### src/sv/at_command_line_parser_core_defines.svh
// Assertion helpers shared by the parser modules.
`ifndef AT_COMMAND_LINE_PARSER_CORE_DEFINES_SVH
`define AT_COMMAND_LINE_PARSER_CORE_DEFINES_SVH

// Same-cycle implication, checked outside reset.
`define ATCLP_ASSERT_SAME(label, clk, rst_n, ante, cons, msg) \
    label: assert property (@(posedge clk) disable iff (!rst_n) (ante) |-> (cons)) \
        else $error(msg);

// Next-cycle implication, checked outside reset.
`define ATCLP_ASSERT_NEXT(label, clk, rst_n, ante, cons, msg) \
    label: assert property (@(posedge clk) disable iff (!rst_n) (ante) |=> (cons)) \
        else $error(msg);

`endif

### src/sv/atclp_pkg.sv
package atclp_pkg;

    localparam int LINE_MAX_DEF = 64;

    // result kinds
    localparam logic [2:0] KIND_SEND  = 3'd0;
    localparam logic [2:0] KIND_CSEND = 3'd1;
    localparam logic [2:0] KIND_SETID = 3'd2;
    localparam logic [2:0] KIND_SETRT = 3'd3;
    localparam logic [2:0] KIND_ERROR = 3'd4;

    // keyword slots in the match flags
    localparam int KW_SEND  = 0;
    localparam int KW_CSEND = 1;
    localparam int KW_SETID = 2;
    localparam int KW_SETRT = 3;
    localparam int KW_NUM   = 4;

    localparam logic [7:0] CH_EQUALS = 8'h3D;
    localparam logic [7:0] CH_COMMA  = 8'h2C;
    localparam logic [7:0] CH_0      = 8'h30;
    localparam logic [7:0] CH_9      = 8'h39;

    localparam logic [15:0] NUM_SAT = 16'hFFFF;
    localparam logic [15:0] ID_LIMIT = 16'd256;
    localparam int KW_BASE = 3;

    typedef struct packed {
        logic [7:0] char_in;
        logic       end_of_line;
    } t_in_item;

    typedef struct packed {
        logic [2:0]  cmd_kind;
        logic [15:0] destination;
        logic        dest_valid;
        logic [7:0]  msg_byte;
        logic        msg_valid;
        logic        run_last;
        logic        truncated;
    } t_out_item;

    typedef struct packed {
        logic capture;     // take one byte of the line
        logic decide;      // parse the held line, latch the result header
        logic read;        // fetch the next message byte
        logic push;        // load a message result into the output register
        logic push_empty;  // load the single result of a line without message
    } t_dp_cmd;

    typedef struct packed {
        logic msg_empty;   // valid with decide
        logic msg_last;    // fetched byte is the final one
        logic out_free;    // output register can take a result
    } t_dp_stat;

    // "AT+"
    function automatic logic [7:0] prefix_char(input logic [1:0] pos);
        logic [7:0] ch;
        unique case (pos)
            2'd0:    ch = 8'h41;
            2'd1:    ch = 8'h54;
            default: ch = 8'h2B;
        endcase
        return ch;
    endfunction

    function automatic logic [2:0] kw_len(input logic [1:0] kw);
        return (kw == 2'(KW_SEND)) ? 3'd4 : 3'd5;
    endfunction

    // SEND, CSEND, SETID, SETRT
    function automatic logic [7:0] kw_char(input logic [1:0] kw, input logic [2:0] pos);
        logic [39:0] word;
        logic [7:0]  ch;
        unique case (kw)
            2'(KW_SEND):  word = 40'h53454E4400;
            2'(KW_CSEND): word = 40'h4353454E44;
            2'(KW_SETID): word = 40'h5345544944;
            default:      word = 40'h5345545254;
        endcase
        unique case (pos)
            3'd0:    ch = word[39:32];
            3'd1:    ch = word[31:24];
            3'd2:    ch = word[23:16];
            3'd3:    ch = word[15:8];
            default: ch = word[7:0];
        endcase
        return ch;
    endfunction

    function automatic logic is_digit(input logic [7:0] ch);
        return (ch >= CH_0) && (ch <= CH_9);
    endfunction

    // acc*10 + digit, saturating
    function automatic logic [15:0] dec_step(input logic [15:0] acc, input logic [7:0] ch);
        logic [7:0]  dig;
        logic [19:0] t;
        dig = ch - CH_0;
        t = 20'(acc) * 20'd10 + 20'(dig[3:0]);
        return (t > 20'(NUM_SAT)) ? NUM_SAT : t[15:0];
    endfunction

endpackage

### src/sv/at_command_line_parser_core.sv
// Channel   Direction  Valid        Stall        Payload
// input     in         i_in_valid   o_in_stall   i_in_data  (char_in, end_of_line)
// output    out        o_out_valid  i_out_stall  o_out_data (kind, dest, msg byte, flags)
//
// A byte that does not end the line is taken even while a result may still wait.
// The final byte is followed by a parse step, then a line buffer read and an output register
// load for each message byte; a line without message gives 1 result.
// The buffer read is registered and not overlapped with the output load.
// Reset is synchronous, active low; the line buffer itself is not cleared.
// Output stall holds the result register and pauses emission; input stays stalled until
// the last result of the line is loaded.
module at_command_line_parser_core #(
    parameter int LINE_MAX = atclp_pkg::LINE_MAX_DEF
) (
    input  logic                 i_clk,
    input  logic                 i_rst_n,
    input  logic                 i_in_valid,
    output logic                 o_in_stall,
    input  atclp_pkg::t_in_item  i_in_data,
    output logic                 o_out_valid,
    input  logic                 i_out_stall,
    output atclp_pkg::t_out_item o_out_data
);

    atclp_pkg::t_dp_cmd  dp_cmd;
    atclp_pkg::t_dp_stat dp_stat;

    atclp_ctrl u_ctrl (
        .i_clk      (i_clk),
        .i_rst_n    (i_rst_n),
        .i_in_valid (i_in_valid),
        .i_in_eol   (i_in_data.end_of_line),
        .o_in_stall (o_in_stall),
        .i_stat     (dp_stat),
        .o_cmd      (dp_cmd)
    );

    atclp_dp #(
        .LINE_MAX (LINE_MAX)
    ) u_dp (
        .i_clk       (i_clk),
        .i_rst_n     (i_rst_n),
        .i_cmd       (dp_cmd),
        .i_in_data   (i_in_data),
        .i_out_stall (i_out_stall),
        .o_stat      (dp_stat),
        .o_out_valid (o_out_valid),
        .o_out_data  (o_out_data)
    );

endmodule

### src/sv/atclp_ctrl.sv
`include "at_command_line_parser_core_defines.svh"

module atclp_ctrl (
    input  logic                i_clk,
    input  logic                i_rst_n,
    input  logic                i_in_valid,
    input  logic                i_in_eol,
    output logic                o_in_stall,
    input  atclp_pkg::t_dp_stat i_stat,
    output atclp_pkg::t_dp_cmd  o_cmd
);

    localparam logic [2:0] S_IDLE   = 3'd0;
    localparam logic [2:0] S_DECIDE = 3'd1;
    localparam logic [2:0] S_READ   = 3'd2;
    localparam logic [2:0] S_PUSH   = 3'd3;
    localparam logic [2:0] S_EMPTY  = 3'd4;

    logic [2:0] r_state;
    logic [2:0] n_state;
    logic       in_accept;

    assign o_in_stall = (r_state != S_IDLE);
    assign in_accept  = i_in_valid && !o_in_stall;

    always_comb begin
        n_state = r_state;
        o_cmd   = '0;
        unique case (r_state)
            S_IDLE: begin
                o_cmd.capture = in_accept;
                if (in_accept && i_in_eol) begin
                    n_state = S_DECIDE;
                end
            end
            S_DECIDE: begin
                o_cmd.decide = 1'b1;
                n_state = i_stat.msg_empty ? S_EMPTY : S_READ;
            end
            S_READ: begin
                o_cmd.read = 1'b1;
                n_state = S_PUSH;
            end
            S_PUSH: begin
                if (i_stat.out_free) begin
                    o_cmd.push = 1'b1;
                    n_state = i_stat.msg_last ? S_IDLE : S_READ;
                end
            end
            S_EMPTY: begin
                if (i_stat.out_free) begin
                    o_cmd.push_empty = 1'b1;
                    n_state = S_IDLE;
                end
            end
            default: begin
                n_state = S_IDLE;
            end
        endcase
    end

    always_ff @(posedge i_clk) begin
        if (!i_rst_n) begin
            r_state <= S_IDLE;
        end else begin
            r_state <= n_state;
        end
    end

    `ATCLP_ASSERT_SAME(a_cmd_onehot, i_clk, i_rst_n, 1'b1, $onehot0({o_cmd.capture, o_cmd.decide, o_cmd.read, o_cmd.push, o_cmd.push_empty}), "controller issued two commands at once")
    `ATCLP_ASSERT_SAME(a_push_free, i_clk, i_rst_n, o_cmd.push || o_cmd.push_empty, i_stat.out_free, "result pushed into a full output register")
    `ATCLP_ASSERT_NEXT(a_eol_decide, i_clk, i_rst_n, in_accept && i_in_eol, o_cmd.decide, "final byte not followed by parse")

endmodule

### src/sv/atclp_dp.sv
`include "at_command_line_parser_core_defines.svh"

module atclp_dp #(
    parameter int LINE_MAX = atclp_pkg::LINE_MAX_DEF
) (
    input  logic                 i_clk,
    input  logic                 i_rst_n,
    input  atclp_pkg::t_dp_cmd   i_cmd,
    input  atclp_pkg::t_in_item  i_in_data,
    input  logic                 i_out_stall,
    output atclp_pkg::t_dp_stat  o_stat,
    output logic                 o_out_valid,
    output atclp_pkg::t_out_item o_out_data
);

    localparam int LEN_W  = $clog2(LINE_MAX + 1);
    localparam int ADDR_W = $clog2(LINE_MAX);

    logic [7:0] mem [LINE_MAX];
    logic [7:0] r_rd_data;

    // line scan state
    logic [LEN_W-1:0]            r_len, n_len;
    logic                        r_ovf, n_ovf;
    logic                        r_eq_seen, n_eq_seen;
    logic [LEN_W-1:0]            r_eq_idx, n_eq_idx;
    logic                        r_comma_seen, n_comma_seen;
    logic [LEN_W-1:0]            r_comma_idx, n_comma_idx;
    logic                        r_comma_after_eq, n_comma_after_eq;
    logic                        r_prefix_ok, n_prefix_ok;
    logic [atclp_pkg::KW_NUM-1:0] r_kw_ok, n_kw_ok;
    logic [15:0]                 r_dest_acc, n_dest_acc;
    logic                        r_dest_ok, n_dest_ok;
    logic [15:0]                 r_id_acc, n_id_acc;
    logic                        r_id_ok, n_id_ok;

    // latched result header and message range
    logic [2:0]       r_kind;
    logic [15:0]      r_dest;
    logic             r_dv;
    logic             r_trunc;
    logic [LEN_W-1:0] r_ptr;
    logic [LEN_W-1:0] r_end;

    logic                  r_out_valid;
    atclp_pkg::t_out_item  r_out;

    logic [7:0]       ch;
    logic             store;
    logic [LEN_W-1:0] kw_off;
    logic [2:0]       kw_pos;

    logic [2:0]       d_kind;
    logic [15:0]      d_dest;
    logic             d_dv;
    logic [LEN_W-1:0] d_from;
    logic [LEN_W-1:0] d_to;
    logic             d_base_ok;

    assign ch     = i_in_data.char_in;
    assign store  = i_cmd.capture && (r_len < LEN_W'(LINE_MAX));
    assign kw_off = r_len - LEN_W'(atclp_pkg::KW_BASE);
    assign kw_pos = kw_off[2:0];

    always_comb begin
        n_len            = r_len;
        n_ovf            = r_ovf;
        n_eq_seen        = r_eq_seen;
        n_eq_idx         = r_eq_idx;
        n_comma_seen     = r_comma_seen;
        n_comma_idx      = r_comma_idx;
        n_comma_after_eq = r_comma_after_eq;
        n_prefix_ok      = r_prefix_ok;
        n_kw_ok          = r_kw_ok;
        n_dest_acc       = r_dest_acc;
        n_dest_ok        = r_dest_ok;
        n_id_acc         = r_id_acc;
        n_id_ok          = r_id_ok;
        if (i_cmd.decide) begin
            n_len            = '0;
            n_ovf            = 1'b0;
            n_eq_seen        = 1'b0;
            n_eq_idx         = '0;
            n_comma_seen     = 1'b0;
            n_comma_idx      = '0;
            n_comma_after_eq = 1'b0;
            n_prefix_ok      = 1'b1;
            n_kw_ok          = '1;
            n_dest_acc       = '0;
            n_dest_ok        = 1'b1;
            n_id_acc         = '0;
            n_id_ok          = 1'b1;
        end else if (i_cmd.capture && !store) begin
            n_ovf = 1'b1;
        end else if (store) begin
            n_len = r_len + LEN_W'(1);
            if (ch == atclp_pkg::CH_EQUALS && !r_eq_seen) begin
                n_eq_seen = 1'b1;
                n_eq_idx  = r_len;
            end
            if (ch == atclp_pkg::CH_COMMA && !r_comma_seen) begin
                n_comma_seen     = 1'b1;
                n_comma_idx      = r_len;
                n_comma_after_eq = r_eq_seen;
            end
            if (r_len < LEN_W'(atclp_pkg::KW_BASE) &&
                ch != atclp_pkg::prefix_char(r_len[1:0])) begin
                n_prefix_ok = 1'b0;
            end
            // a '=' inside the keyword span mismatches every keyword letter
            for (int k = 0; k < atclp_pkg::KW_NUM; k++) begin
                if (r_len >= LEN_W'(atclp_pkg::KW_BASE) &&
                    kw_off < LEN_W'(atclp_pkg::kw_len(2'(k))) &&
                    ch != atclp_pkg::kw_char(2'(k), kw_pos)) begin
                    n_kw_ok[k] = 1'b0;
                end
            end
            // destination: between '=' and the first comma
            if (r_eq_seen && !r_comma_seen && ch != atclp_pkg::CH_COMMA) begin
                if (atclp_pkg::is_digit(ch)) begin
                    n_dest_acc = atclp_pkg::dec_step(r_dest_acc, ch);
                end else begin
                    n_dest_ok = 1'b0;
                end
            end
            // id: everything after '='
            if (r_eq_seen) begin
                if (atclp_pkg::is_digit(ch)) begin
                    n_id_acc = atclp_pkg::dec_step(r_id_acc, ch);
                end else begin
                    n_id_ok = 1'b0;
                end
            end
        end
    end

    // parse decision from the scan state
    always_comb begin
        d_kind    = atclp_pkg::KIND_ERROR;
        d_dest    = '0;
        d_dv      = 1'b0;
        d_from    = '0;
        d_to      = r_len;
        d_base_ok = r_prefix_ok && (r_len >= LEN_W'(4)) && r_eq_seen &&
                    (r_eq_idx >= LEN_W'(atclp_pkg::KW_BASE));
        if (d_base_ok) begin
            priority if (r_kw_ok[atclp_pkg::KW_SEND] || r_kw_ok[atclp_pkg::KW_CSEND]) begin
                if (r_comma_after_eq && r_dest_ok) begin
                    d_kind = r_kw_ok[atclp_pkg::KW_SEND] ? atclp_pkg::KIND_SEND
                                                         : atclp_pkg::KIND_CSEND;
                    d_dest = r_dest_acc;
                    d_dv   = 1'b1;
                    d_from = r_comma_idx + LEN_W'(1);
                end
            end else if (r_kw_ok[atclp_pkg::KW_SETID]) begin
                if (r_id_ok) begin
                    d_kind = atclp_pkg::KIND_SETID;
                    if (r_id_acc < atclp_pkg::ID_LIMIT) begin
                        d_dest = r_id_acc;
                        d_dv   = 1'b1;
                    end
                end
            end else if (r_kw_ok[atclp_pkg::KW_SETRT]) begin
                d_kind = atclp_pkg::KIND_SETRT;
                d_from = r_len;
            end else begin
                d_kind = atclp_pkg::KIND_ERROR;
            end
        end
        // kinds without a message get an empty range
        if (d_kind == atclp_pkg::KIND_SETID) begin
            d_from = r_len;
        end
    end

    always_ff @(posedge i_clk) begin
        if (store) begin
            mem[r_len[ADDR_W-1:0]] <= ch;
        end
        if (i_cmd.read) begin
            r_rd_data <= mem[r_ptr[ADDR_W-1:0]];
        end
    end

    always_ff @(posedge i_clk) begin
        if (!i_rst_n) begin
            r_len            <= '0;
            r_ovf            <= 1'b0;
            r_eq_seen        <= 1'b0;
            r_eq_idx         <= '0;
            r_comma_seen     <= 1'b0;
            r_comma_idx      <= '0;
            r_comma_after_eq <= 1'b0;
            r_prefix_ok      <= 1'b1;
            r_kw_ok          <= '1;
            r_dest_acc       <= '0;
            r_dest_ok        <= 1'b1;
            r_id_acc         <= '0;
            r_id_ok          <= 1'b1;
            r_ptr            <= '0;
            r_end            <= '0;
            r_out_valid      <= 1'b0;
        end else begin
            r_len            <= n_len;
            r_ovf            <= n_ovf;
            r_eq_seen        <= n_eq_seen;
            r_eq_idx         <= n_eq_idx;
            r_comma_seen     <= n_comma_seen;
            r_comma_idx      <= n_comma_idx;
            r_comma_after_eq <= n_comma_after_eq;
            r_prefix_ok      <= n_prefix_ok;
            r_kw_ok          <= n_kw_ok;
            r_dest_acc       <= n_dest_acc;
            r_dest_ok        <= n_dest_ok;
            r_id_acc         <= n_id_acc;
            r_id_ok          <= n_id_ok;
            if (i_cmd.decide) begin
                r_ptr <= d_from;
                r_end <= d_to;
            end else if (i_cmd.read) begin
                r_ptr <= r_ptr + LEN_W'(1);
            end
            if (i_cmd.push || i_cmd.push_empty) begin
                r_out_valid <= 1'b1;
            end else if (!i_out_stall) begin
                r_out_valid <= 1'b0;
            end
        end
    end

    // header and output payload
    always_ff @(posedge i_clk) begin
        if (i_cmd.decide) begin
            r_kind  <= d_kind;
            r_dest  <= d_dest;
            r_dv    <= d_dv;
            r_trunc <= r_ovf;
        end
        if (i_cmd.push || i_cmd.push_empty) begin
            r_out.cmd_kind    <= r_kind;
            r_out.destination <= r_dest;
            r_out.dest_valid  <= r_dv;
            r_out.msg_byte    <= i_cmd.push ? r_rd_data : 8'h00;
            r_out.msg_valid   <= i_cmd.push;
            r_out.run_last    <= i_cmd.push_empty || (r_ptr == r_end);
            r_out.truncated   <= r_trunc;
        end
    end

    assign o_stat.msg_empty = (d_from >= d_to);
    assign o_stat.msg_last  = (r_ptr == r_end);
    assign o_stat.out_free  = !r_out_valid || !i_out_stall;
    assign o_out_valid      = r_out_valid;
    assign o_out_data       = r_out;

    `ATCLP_ASSERT_SAME(a_len_bound, i_clk, i_rst_n, 1'b1, r_len <= LEN_W'(LINE_MAX), "line length beyond buffer")
    `ATCLP_ASSERT_SAME(a_read_range, i_clk, i_rst_n, i_cmd.read, r_ptr < r_end, "message fetch outside the held line")
    `ATCLP_ASSERT_NEXT(a_line_cleared, i_clk, i_rst_n, i_cmd.decide, r_len == '0 && !r_eq_seen && !r_ovf, "line state not cleared after parse")

endmodule

### config.mk
export PLATFORM = sky130hd
export DESIGN_NAME = at_command_line_parser_core
export DESIGN_NICKNAME = d
export VERILOG_FILES = /design/src/sv/atclp_pkg.sv /design/src/sv/at_command_line_parser_core.sv /design/src/sv/atclp_ctrl.sv /design/src/sv/atclp_dp.sv
export VERILOG_INCLUDE_DIRS = /design/src /design/src/sv
export SDC_FILE = /design/constraint.sdc
export NUM_CORES = 1
export LEC_CHECK = 0
export ABC_CLOCK_PERIOD_IN_PS = 6000
export BUFFER_PORTS_ARGS = -buffer_cell sky130_fd_sc_hd__buf_2
export CAP_MARGIN = 30
export CORE_MARGIN = 10
export CORE_UTILIZATION = 57
export CTS_BUF_LIST = sky130_fd_sc_hd__clkbuf_8
export DETAILED_ROUTE_END_ITERATION = 10
export PLACE_DENSITY_LB_ADDON = 0.1
export RECOVER_POWER = 25
export SYNTH_ARGS = -nofsm -noshare
export SYNTH_HDL_FRONTEND = slang
export SYNTH_SLANG_ARGS = --single-unit
### constraint.sdc
create_clock -name i_clk -period 6 [get_ports i_clk]
set_input_delay 0.9 -clock i_clk [delete_from_list [all_inputs] [get_ports i_clk]]
set_output_delay 0.9 -clock i_clk [all_outputs]
set_load 0.005 [all_outputs]
==> impl_metrics.toml, run 1 <==
[status]
outcome = "complete, but fails checks"
violations = "capacitance limit, slew limit"

[clock_tree]
cts_tree = "yes"
clk_pin_slew_ps = 60
ctsLongestPathBuffers = 3
worstSkewPairLatency_ps = 690
cts_hold_buf = 0
cts_resized = 0
cts_setup_buffers = 0
cts.sinks = 654
numCtsBuffers = 101
cts_root_buf = "clkbuf_8"
cts_htree_levels = 3

[global_route]
grt_pass1_wl_um = 96300
gr-usage-all-layers_pct = 21.3
grt_pass1_vias = 15600
grt_max_degree = 72
grt_antenna_before_repair = 1
grt-ovfl-total = 0

[placement]
portBuffers = 45
dp.cells = 2364
dp.final_hpwl_um = 40400
dpl_cell_area_mm2 = 0.0292
gp_congestion = 0.854

[logic_synthesis]
ys_seq_elements = 654
ys_seq_area_share_pct = 66.5
avgSynthCellArea_um2 = 16.4
synth_area_leaders = "edfxtp_1 (61%), mux4_2 (13%), dfxtp_1 (5.8%), ha_1 (3.4%), nor2_1 (1.9%)"
synth_nets = 1817
ys_warn_count = 0
synth_top_cell_by_area = "edfxtp_1"
ys_types = 85
dominantRegCellSynth = "edfxtp_1"
netlist.area_leader.share_pct = 60.7
syn-cell-area_mm2 = 0.0283
async_reset_ff_share_pct = 0
synth_edf_count = 572
synthCells = 1722

[cells_and_area]
area.growth.synth_to_final_pct = 9.43
instances_no_fill = 2541
drive_gt1_share_pct = 20.3
nNetsFinal = 1898
final_common_cell = "edfxtp_1"
n_fill_cell = 3615
layout_common_cells = "edfxtp_1 (572), mux4_2 (168), nor2_1 (144)"
final_cell_area_mm2 = 0.0310

[timing]
rsz0062_at_grt = "no"
slew_violations = 351
max_slew_margin_pct = -122
setup_viol_count_final = 0
hold_violations = 0
clock.fmax_ghz = 0.209
fin_skew_ps = 33.2
setup_tns_ps = 0
worst_pin_slew_ps = 3320
min_period_over_period_pct = 79.9
fin_crit_ps = 4790

[power_and_ir_drop]
ir_drop_mv = 0.156
power.density_mw_per_mm2 = 279
leakage_uw = 0.0102

[setup_path]
crit_type = "primary input to register"
worst_setup_path_start_kind = "primary input"
critPathArrivalTime_ps = 5410
worstSetupEndpointType = "register"
critPathMaxFanout = 71
required_ps = 6620

[die]
start_util_pct = 57.7
die_h_um = 243
fp-row-count = 81
dieArea_mm2 = 0.0590
num_io_pins = 46
core_area_mm2 = 0.0491
fp.dieW_um = 243

[drt]
vias = 15600
drcViolationCount = 0
vias_per_cell = 6.13
drtIter0Drc = 1526
wirelength_um = 62500
dr.pass1.iters = 5
routedWlPerCell_um = 24.6
drtAntennaViolNets = 0

[flow_run]
maxCapViolCount = 6

[min_path]
hold_class = "register to register"
-- where the power goes --
part,internal (µW),leakage [µW],switching [µW]
clock network,1630,0.00105,1660
logic,134,0.00336,221
registers,4970,0.00579,24.6
-- per-stage QoR --
step / hold WS (ps) / total power, µW / setup WS [ps] / utilization [%]
after floorplan: 400 / 5290 / 2520 / -
after global placement: 404 / 5440 / 1870 / 59.6
after detailed placement: 405 / 5450 / 1750 / 59.6
after CTS: 419 / 8730 / 1920 / 63.2
after global routing: 429 / 8960 / 864 / 63.2
final: 416 / 8650 / 1210 / 63.2
-- flip-flops by register name, indices dropped and copies added (netlist names), 3 cells and up --
name	cells
u_dp.r_dest_acc	16
u_dp.r_comma_idx	7
u_dp.r_end	7
u_dp.r_kw_ok	4
u_dp.mem	512
u_dp.r_dest	16
u_dp.r_id_acc	16
u_dp.r_ptr	7
u_dp.o_out_data	31
u_dp.r_rd_data	8
u_dp.r_kind	3
u_dp.r_eq_idx	7
u_dp.d_to	7
u_ctrl.r_state	3
-- critical path, cell delays in order --
cell	delay, ps
buf_2	160
clkbuf_1	2360
inv_1	680
xnor2_1	360
nand2b_1	90
a2111oi_0	580
o21ai_0	160
nand2_1	90
-- layout make-up --
class / instances / area [µm²] / share of cell area [%]
sequential: 654 / 18800 / 60.8
clock inverter: 72 / 350 / 1.13
inverter: 27 / 101 / 0.327
clock buffer: 103 / 1420 / 4.58
timing repair buffer: 68 / 404 / 1.30
antenna: 2 / 5.00 / 0.0162
multi-input combinational: 951 / 9040 / 29.2
tap: 664 / 831 / 2.68
-- final timing paths --
kind | startpoint | end | slack, ps | cells past startpoint
worst max register to register | u_dp.r_dest_acc[1]$_SDFFE_PP0P_ | u_dp.r_dest_acc[9]$_SDFFE_PP0P_ | 1910 | 12
worst min-delay path | u_dp.r_dest[5]$_SDFFCE_PP0P_ | u_dp.o_out_data[17]$_DFFE_PP_ | 420 | 0
worst max-delay path | i_in_data[1] | u_dp.r_kw_ok[3]$_SDFFE_PP1P_ | 1210 | 8
worst min register to register | u_dp.r_dest[5]$_SDFFCE_PP0P_ | u_dp.o_out_data[17]$_DFFE_PP_ | 420 | 0
-- per-layer routing --
layer,track usage (%),up-vias,share of wire (%)
met5,0,-,0
li1,-,7026,-
met4,5.73,0,1.5
met2,33.9,477,49
met1,30.3,7995,44
met3,3.14,74,5.8
-- logic make-up (layout without fill, tap and decap cells) --
| family | Yosys count | in the layout | synth area share [%] |
|---|---|---|---|
| AO/OA/AOI/OAI | 258 | 258 | 5.98 |
| AND/OR/NAND/NOR | 366 | 366 | 6.35 |
| other | 0 | 2 | 0 |
| XOR/XNOR | 65 | 65 | 2.01 |
| flip-flops | 654 | 654 | 66.5 |
| buffers and inverters | 117 | 270 | 1.66 |
| multiplexers | 180 | 180 | 13.8 |
| adder cells (fa/ha/maj) | 82 | 82 | 3.73 |
-- Yosys cell counts (all sizes together), types with 19 or more instances --
master,count
a21oi,69
a31oi,22
and2,20
buf,19
clkbuf,71
dfxtp,82
edfxtp,572
ha,78
inv,26
mux4,168
nand2,73
nand3,26
nor2,146
o21ai,65
xnor2,40
xor2,25
(Power assumes the default switching activity.)
==> inputs of run 2 (changes only) <==
--- a/config.mk
+++ b/config.mk
@@ -6,7 +6,7 @@
 export SDC_FILE = /design/constraint.sdc
 export NUM_CORES = 1
 export LEC_CHECK = 0
-export ABC_CLOCK_PERIOD_IN_PS = 6000
+export ABC_CLOCK_PERIOD_IN_PS = 5000
 export BUFFER_PORTS_ARGS = -buffer_cell sky130_fd_sc_hd__buf_2
 export CAP_MARGIN = 30
 export CORE_MARGIN = 10
==> constraint.sdc (replaced) <==
create_clock -name i_clk -period 5 [get_ports i_clk]
set_input_delay 0.75 -clock i_clk [delete_from_list [all_inputs] [get_ports i_clk]]
set_output_delay 0.75 -clock i_clk [all_outputs]
set_load 0.005 [all_outputs]
==> run 2 against run 1 <==
Effect of this change:
- the flow still finishes with violations (capacitance limit, slew limit)
- register-to-register slack got worse by 980 ps
- via count rose by 0.32%
- combinational power rose by 24%
- power rose by 26%
- non-clock buffer count rose by 6
- wire length rose by 0.55%
- critical endpoint is now u_dp.r_dest_acc[7]$_SDFFE_PP0P_
- critical path type is now register to register
- worst setup slack got worse by 280 ps
- die area did not move
- clock power rose by 36%
- largest cell class unchanged
- first-iteration DRC count fell by 7.9%
==> impl_metrics.toml, run 2 (synthesized netlist as in run 1, its figures left out) <==
[global_route]
grt.busiest_layer = "met2"
gr-usage-all-layers_pct = 21.4
gr-usage-met2_pct = 33.8
grt_pass1_vias = 15700
grt-ovfl-total = 0
grtUsageMet3_pct = 3.76
use_met1_pct = 29.8
grt_pass1_wl_um = 96700
grt_max_degree = 77
grt_antenna_before_repair = 2

[clock_tree]
cts_root_buf = "clkbuf_8"
numCtsBuffers = 103
cts_setup_buffers = 0
cts_htree_levels = 3
cts_tree = "yes"
cts_hold_buf = 0
worstSkewPairLatency_ps = 690
ctsLongestPathBuffers = 3
clk_pin_slew_ps = 70
cts.sinks = 654
cts_resized = 0

[timing]
setup_viol_count_final = 0
fin_skew_ps = 22.7
slew_violations = 208
rsz0062_at_grt = "no"
worst_pin_slew_ps = 3070
min_period_over_period_pct = 81.4
clock.fmax_ghz = 0.246
hold_violations = 0
max_slew_margin_pct = -105
setup_tns_ps = 0
fin_crit_ps = 4070
timing.hold.ws_ps = 374

[placement]
portBuffers = 45
dp.final_hpwl_um = 40300
dp.cells = 2369
gp_congestion = 0.840

[power_and_ir_drop]
power.density_mw_per_mm2 = 348
ir_drop_mv = 0.199
leakage_uw = 0.0104

[drt]
dr.pass1.iters = 5
drtAntennaViolNets = 0
drtIter0Drc = 1405
vias_per_cell = 6.10
routedWlPerCell_um = 24.5
drcViolationCount = 0
wirelength_um = 62800
vias = 15600

[setup_path]
reg2reg_to = "u_dp.r_dest_acc[7]$_SDFFE_PP0P_"
crit_type = "register to register"
cpPeakStageDelay_ps = 770
cpMostUsedCell = "ha_1"
worstSetupEndpointType = "register"
rrSetupSlack_ps = 930
path_cells = "ha_1 > ha_1 > inv_1 > fa_1 > xnor2_1 > and3b_1 > nor3b_2 > nand4b_1 > or3_4 > nor4_4 > mux2i_2 > a31oi_1"
r2r_cells = 12
critPathMaxFanout = 16
worst_path_max_delay_cell = "mux2i_2"
r2r_start = "u_dp.r_dest_acc[1]$_SDFFE_PP0P_"
critPathArrivalTime_ps = 4600
worst_setup_path_start_kind = "register"
required_ps = 5530

[die]
fp.dieW_um = 243
start_util_pct = 57.7
core_area_mm2 = 0.0491
die_h_um = 243
num_io_pins = 46
dieArea_mm2 = 0.0590
fp-row-count = 81

[cells_and_area]
largest_register_ffs = 512
instances_no_fill = 2561
final_common_cell = "edfxtp_1"
drive_gt1_share_pct = 21.3
final_util_pct = 64.0
nNetsFinal = 1906
area.growth.synth_to_final_pct = 10.8
layout_common_cells = "edfxtp_1 (572), mux4_2 (168), nor2_1 (144)"
n_fill_cell = 3595

[status]
violations = "capacitance limit, slew limit"
outcome = "complete, but fails checks"

[min_path]
hold_depth = 3
min_from = "i_rst_n"
hold_class = "primary input to register"
hold-path-endpoint = "u_ctrl.r_state[1]$_SDFFE_PN0P_"

[flow_run]
maxCapViolCount = 4
[run 2: cell types whose count changed in the layout (fill, tap and decap cells not counted), sizes merged, moves of 2 or more]
cell / before / now
buf: 55 / 63
bufinv: 1 / 7
inv: 70 / 66
clkinv: 24 / 26
clkbuf: 116 / 124
[run 2: worst max path at each step]
stage	end	from	slack [ps]
2_1_floorplan	u_dp.r_dest_acc[14]$_SDFFE_PP0P_	u_dp.r_dest_acc[1]$_SDFFE_PP0P_	1520
5_1_grt	u_dp.r_dest_acc[15]$_SDFFE_PP0P_	u_dp.r_dest_acc[1]$_SDFFE_PP0P_	570
3_3_place_gp	u_dp.r_dest_acc[14]$_SDFFE_PP0P_	u_dp.r_dest_acc[1]$_SDFFE_PP0P_	1020
3_5_place_dp	u_dp.r_dest_acc[7]$_SDFFE_PP0P_	u_dp.r_dest_acc[1]$_SDFFE_PP0P_	910
6_report	u_dp.r_dest_acc[7]$_SDFFE_PP0P_	u_dp.r_dest_acc[1]$_SDFFE_PP0P_	930
4_1_cts	u_dp.r_dest_acc[7]$_SDFFE_PP0P_	u_dp.r_dest_acc[1]$_SDFFE_PP0P_	920
[run 2: routing by layer]
| metal | vias to the layer above | part of all wire (%) |
|---|---|---|
| met5 | - | 0 |
| met4 | 0 | 2.6 |
| met3 | 101 | 5.9 |
| met2 | 471 | 48 |
| met1 | 8002 | 43 |
| li1 | 7048 | - |
[run 2: critical path: cells and delay by family, from the launching register on]
family          cells  cell delay [ps]
fa+ha+maj           3              900
xor+xnor            1              240
flops               1              360
compound gates      1              170
buf+inv             1               70
simple gates        5             1380
mux                 1              770
[run 2: report_power, final]
group          internal [µW]  switching, µW
clock network           2440           2060
logic                    163            278
registers               5970           24.5
total                   8570           2360
[run 2: layout make-up]
type	instances	area (µm²)	area share [%]
sequential	654	18800	60.0
inverter	27	101	0.323
antenna	1	2.50	0.00798
clock inverter	77	524	1.67
timing repair buffer	74	485	1.55
tap	664	831	2.65
multi-input combinational	951	9050	28.8
clock buffer	113	1560	4.96
[run 2: metrics by stage]
stage                     power [µW]  setup slack [ps]  instance area, µm²
after floorplan                 6350              1520               28300
after global placement          6540              1020               29300
after detailed placement        6550               909               29300
after CTS                      11000               920               31400
after global routing           11300               568               31400
final                          10900               931               31400
==> inputs of run 3 (changes only) <==
--- a/config.mk
+++ b/config.mk
@@ -6,7 +6,7 @@
 export SDC_FILE = /design/constraint.sdc
 export NUM_CORES = 1
 export LEC_CHECK = 0
-export ABC_CLOCK_PERIOD_IN_PS = 5000
+export ABC_CLOCK_PERIOD_IN_PS = 4000
 export BUFFER_PORTS_ARGS = -buffer_cell sky130_fd_sc_hd__buf_2
 export CAP_MARGIN = 30
 export CORE_MARGIN = 10
==> constraint.sdc (replaced) <==
create_clock -name i_clk -period 4 [get_ports i_clk]
set_input_delay 0.6 -clock i_clk [delete_from_list [all_inputs] [get_ports i_clk]]
set_output_delay 0.6 -clock i_clk [all_outputs]
set_load 0.005 [all_outputs]
==> run 3 against run 2 <==
Effect of this change:
- the run still ends with capacitance limit, slew limit left
- utilization grew 0.47 points
- cell area grew 0.74%
- count of clock-buffer cells in the layout grew 2
- register-to-register slack lost 610 ps
- power grew 22%
- maximum frequency grew 11%
- largest cell class unchanged
==> impl_metrics.toml, run 3 (synthesized netlist as in run 1, its figures left out) <==
[status]
outcome = "complete, but fails checks"
violations = "capacitance limit, slew limit"

[clock_tree]
cts_htree_levels = 3
clk_pin_slew_ps = 60
cts_root_buf = "clkbuf_8"
numCtsBuffers = 101
cts_tree = "yes"
cts_setup_buffers = 0
ctsLongestPathBuffers = 3
cts_hold_buf = 0
worstSkewPairLatency_ps = 690
cts.sinks = 654
cts_resized = 0

[timing]
max_slew_margin_pct = -114
fin_crit_ps = 3680
rsz0062_at_grt = "no"
clock.fmax_ghz = 0.272
slew_violations = 227
setup_slack_ps = 324
hold_violations = 0
fin_skew_ps = 27.0
setup_viol_count_final = 0
worst_pin_slew_ps = 3210
setup_tns_ps = 0
min_period_over_period_pct = 91.9

[global_route]
grt_antenna_before_repair = 3
grt_pass1_vias = 15800
grt_max_degree = 72
grt-ovfl-total = 0
gr-usage-all-layers_pct = 21.6
grt_pass1_wl_um = 97600

[cells_and_area]
final_util_pct = 64.4
multi_input_area_mm2 = 0.00905
layout_common_cells = "edfxtp_1 (572), mux4_2 (168), nor2_1 (144)"
regArea_mm2 = 0.0188
largest_register_ffs = 512
final_common_cell = "edfxtp_1"
final_cell_area_mm2 = 0.0316
drive_gt1_share_pct = 23.5
n_fill_cell = 3565
nNetsFinal = 1957
area.growth.synth_to_final_pct = 11.6

[setup_path]
required_ps = 4610
critPathMaxFanout = 9
critPathArrivalTime_ps = 4280
worst_setup_path_start_kind = "register"
worstSetupEndpointType = "register"
rrSetupSlack_ps = 320
crit_type = "register to register"

[flow_run]
maxCapViolCount = 5

[drt]
routedWlPerCell_um = 24.5
vias = 15800
drtAntennaViolNets = 0
drtIter0Drc = 1475
drcViolationCount = 0
wirelength_um = 64000
dr.pass1.iters = 6
vias_per_cell = 6.06

[power_and_ir_drop]
ir_drop_mv = 0.263
power.density_mw_per_mm2 = 422
leakage_uw = 0.0106

[placement]
gp_congestion = 0.846
dp_slack_ps = 344
portBuffers = 45
dp.final_hpwl_um = 41500
dpl_cell_area_mm2 = 0.0297

[die]
die_h_um = 243
fp-row-count = 81
num_io_pins = 46
core_area_mm2 = 0.0491
dieArea_mm2 = 0.0590
start_util_pct = 57.7
fp.dieW_um = 243

[min_path]
hold_class = "primary input to register"
## run 3: worst max-delay path, cell delays in order, from the launching register on
cell       delay [ps]
dfxtp_1           440
or4_1             200
o211ai_1          100
a21oi_1           220
nand2_1           150
a21oi_1           560
a2bb2oi_1         210
ha_1              320
nand2b_1          140
a21o_1            170
a21o_1            180
a21o_1            170
a21o_1            160
a21o_1            180
a211o_1           290
a21oi_1           120
## run 3: routing by layer
metal / GRT usage (%) / routed length [µm]
met1: 29.5 / 26800
met3: 4.10 / 4510
met5: 0 / 0
met2: 34.5 / 31000
met4: 7.66 / 1650
## run 3: final cells by class
type,count,area share (%)
clock buffer,115,5.01
timing repair buffer,127,2.72
clock inverter,71,1.12
sequential,654,59.6
multi-input combinational,951,28.6
antenna,1,0.00792
inverter,27,0.321
tap,664,2.63
## run 3: worst paths after layout
check,start,endpoint,depth (start not counted)
max,u_dp.d_to[6]$_SDFFE_PP0P_,u_ctrl.r_state[1]$_SDFFE_PN0P_,15
min,i_rst_n,u_ctrl.r_state[1]$_SDFFE_PN0P_,3
max reg2reg,u_dp.d_to[6]$_SDFFE_PP0P_,u_ctrl.r_state[1]$_SDFFE_PN0P_,15
min reg2reg,u_dp.r_dv$_SDFFCE_PP0P_,u_dp.o_out_data[11]$_DFFE_PP_,0
## run 3: where the power goes
group / total, µW / switching, µW / internal, µW
clock: 5280 / 2520 / 2760
combinational: 562 / 357 / 205
sequential: 7480 / 24.8 / 7460
total: 13300 / 2900 / 10400
## run 3: per-stage QoR
step | power (µW) | cells | hold WS (ps)
floorplan | 7940 | 1722 | 400
global placement | 8180 | 2422 | 403
detailed placement | 8190 | 2422 | 405
CTS | 13400 | 2608 | 204
global route | 13800 | 2610 | 226
finish | 13300 | 2610 | 250
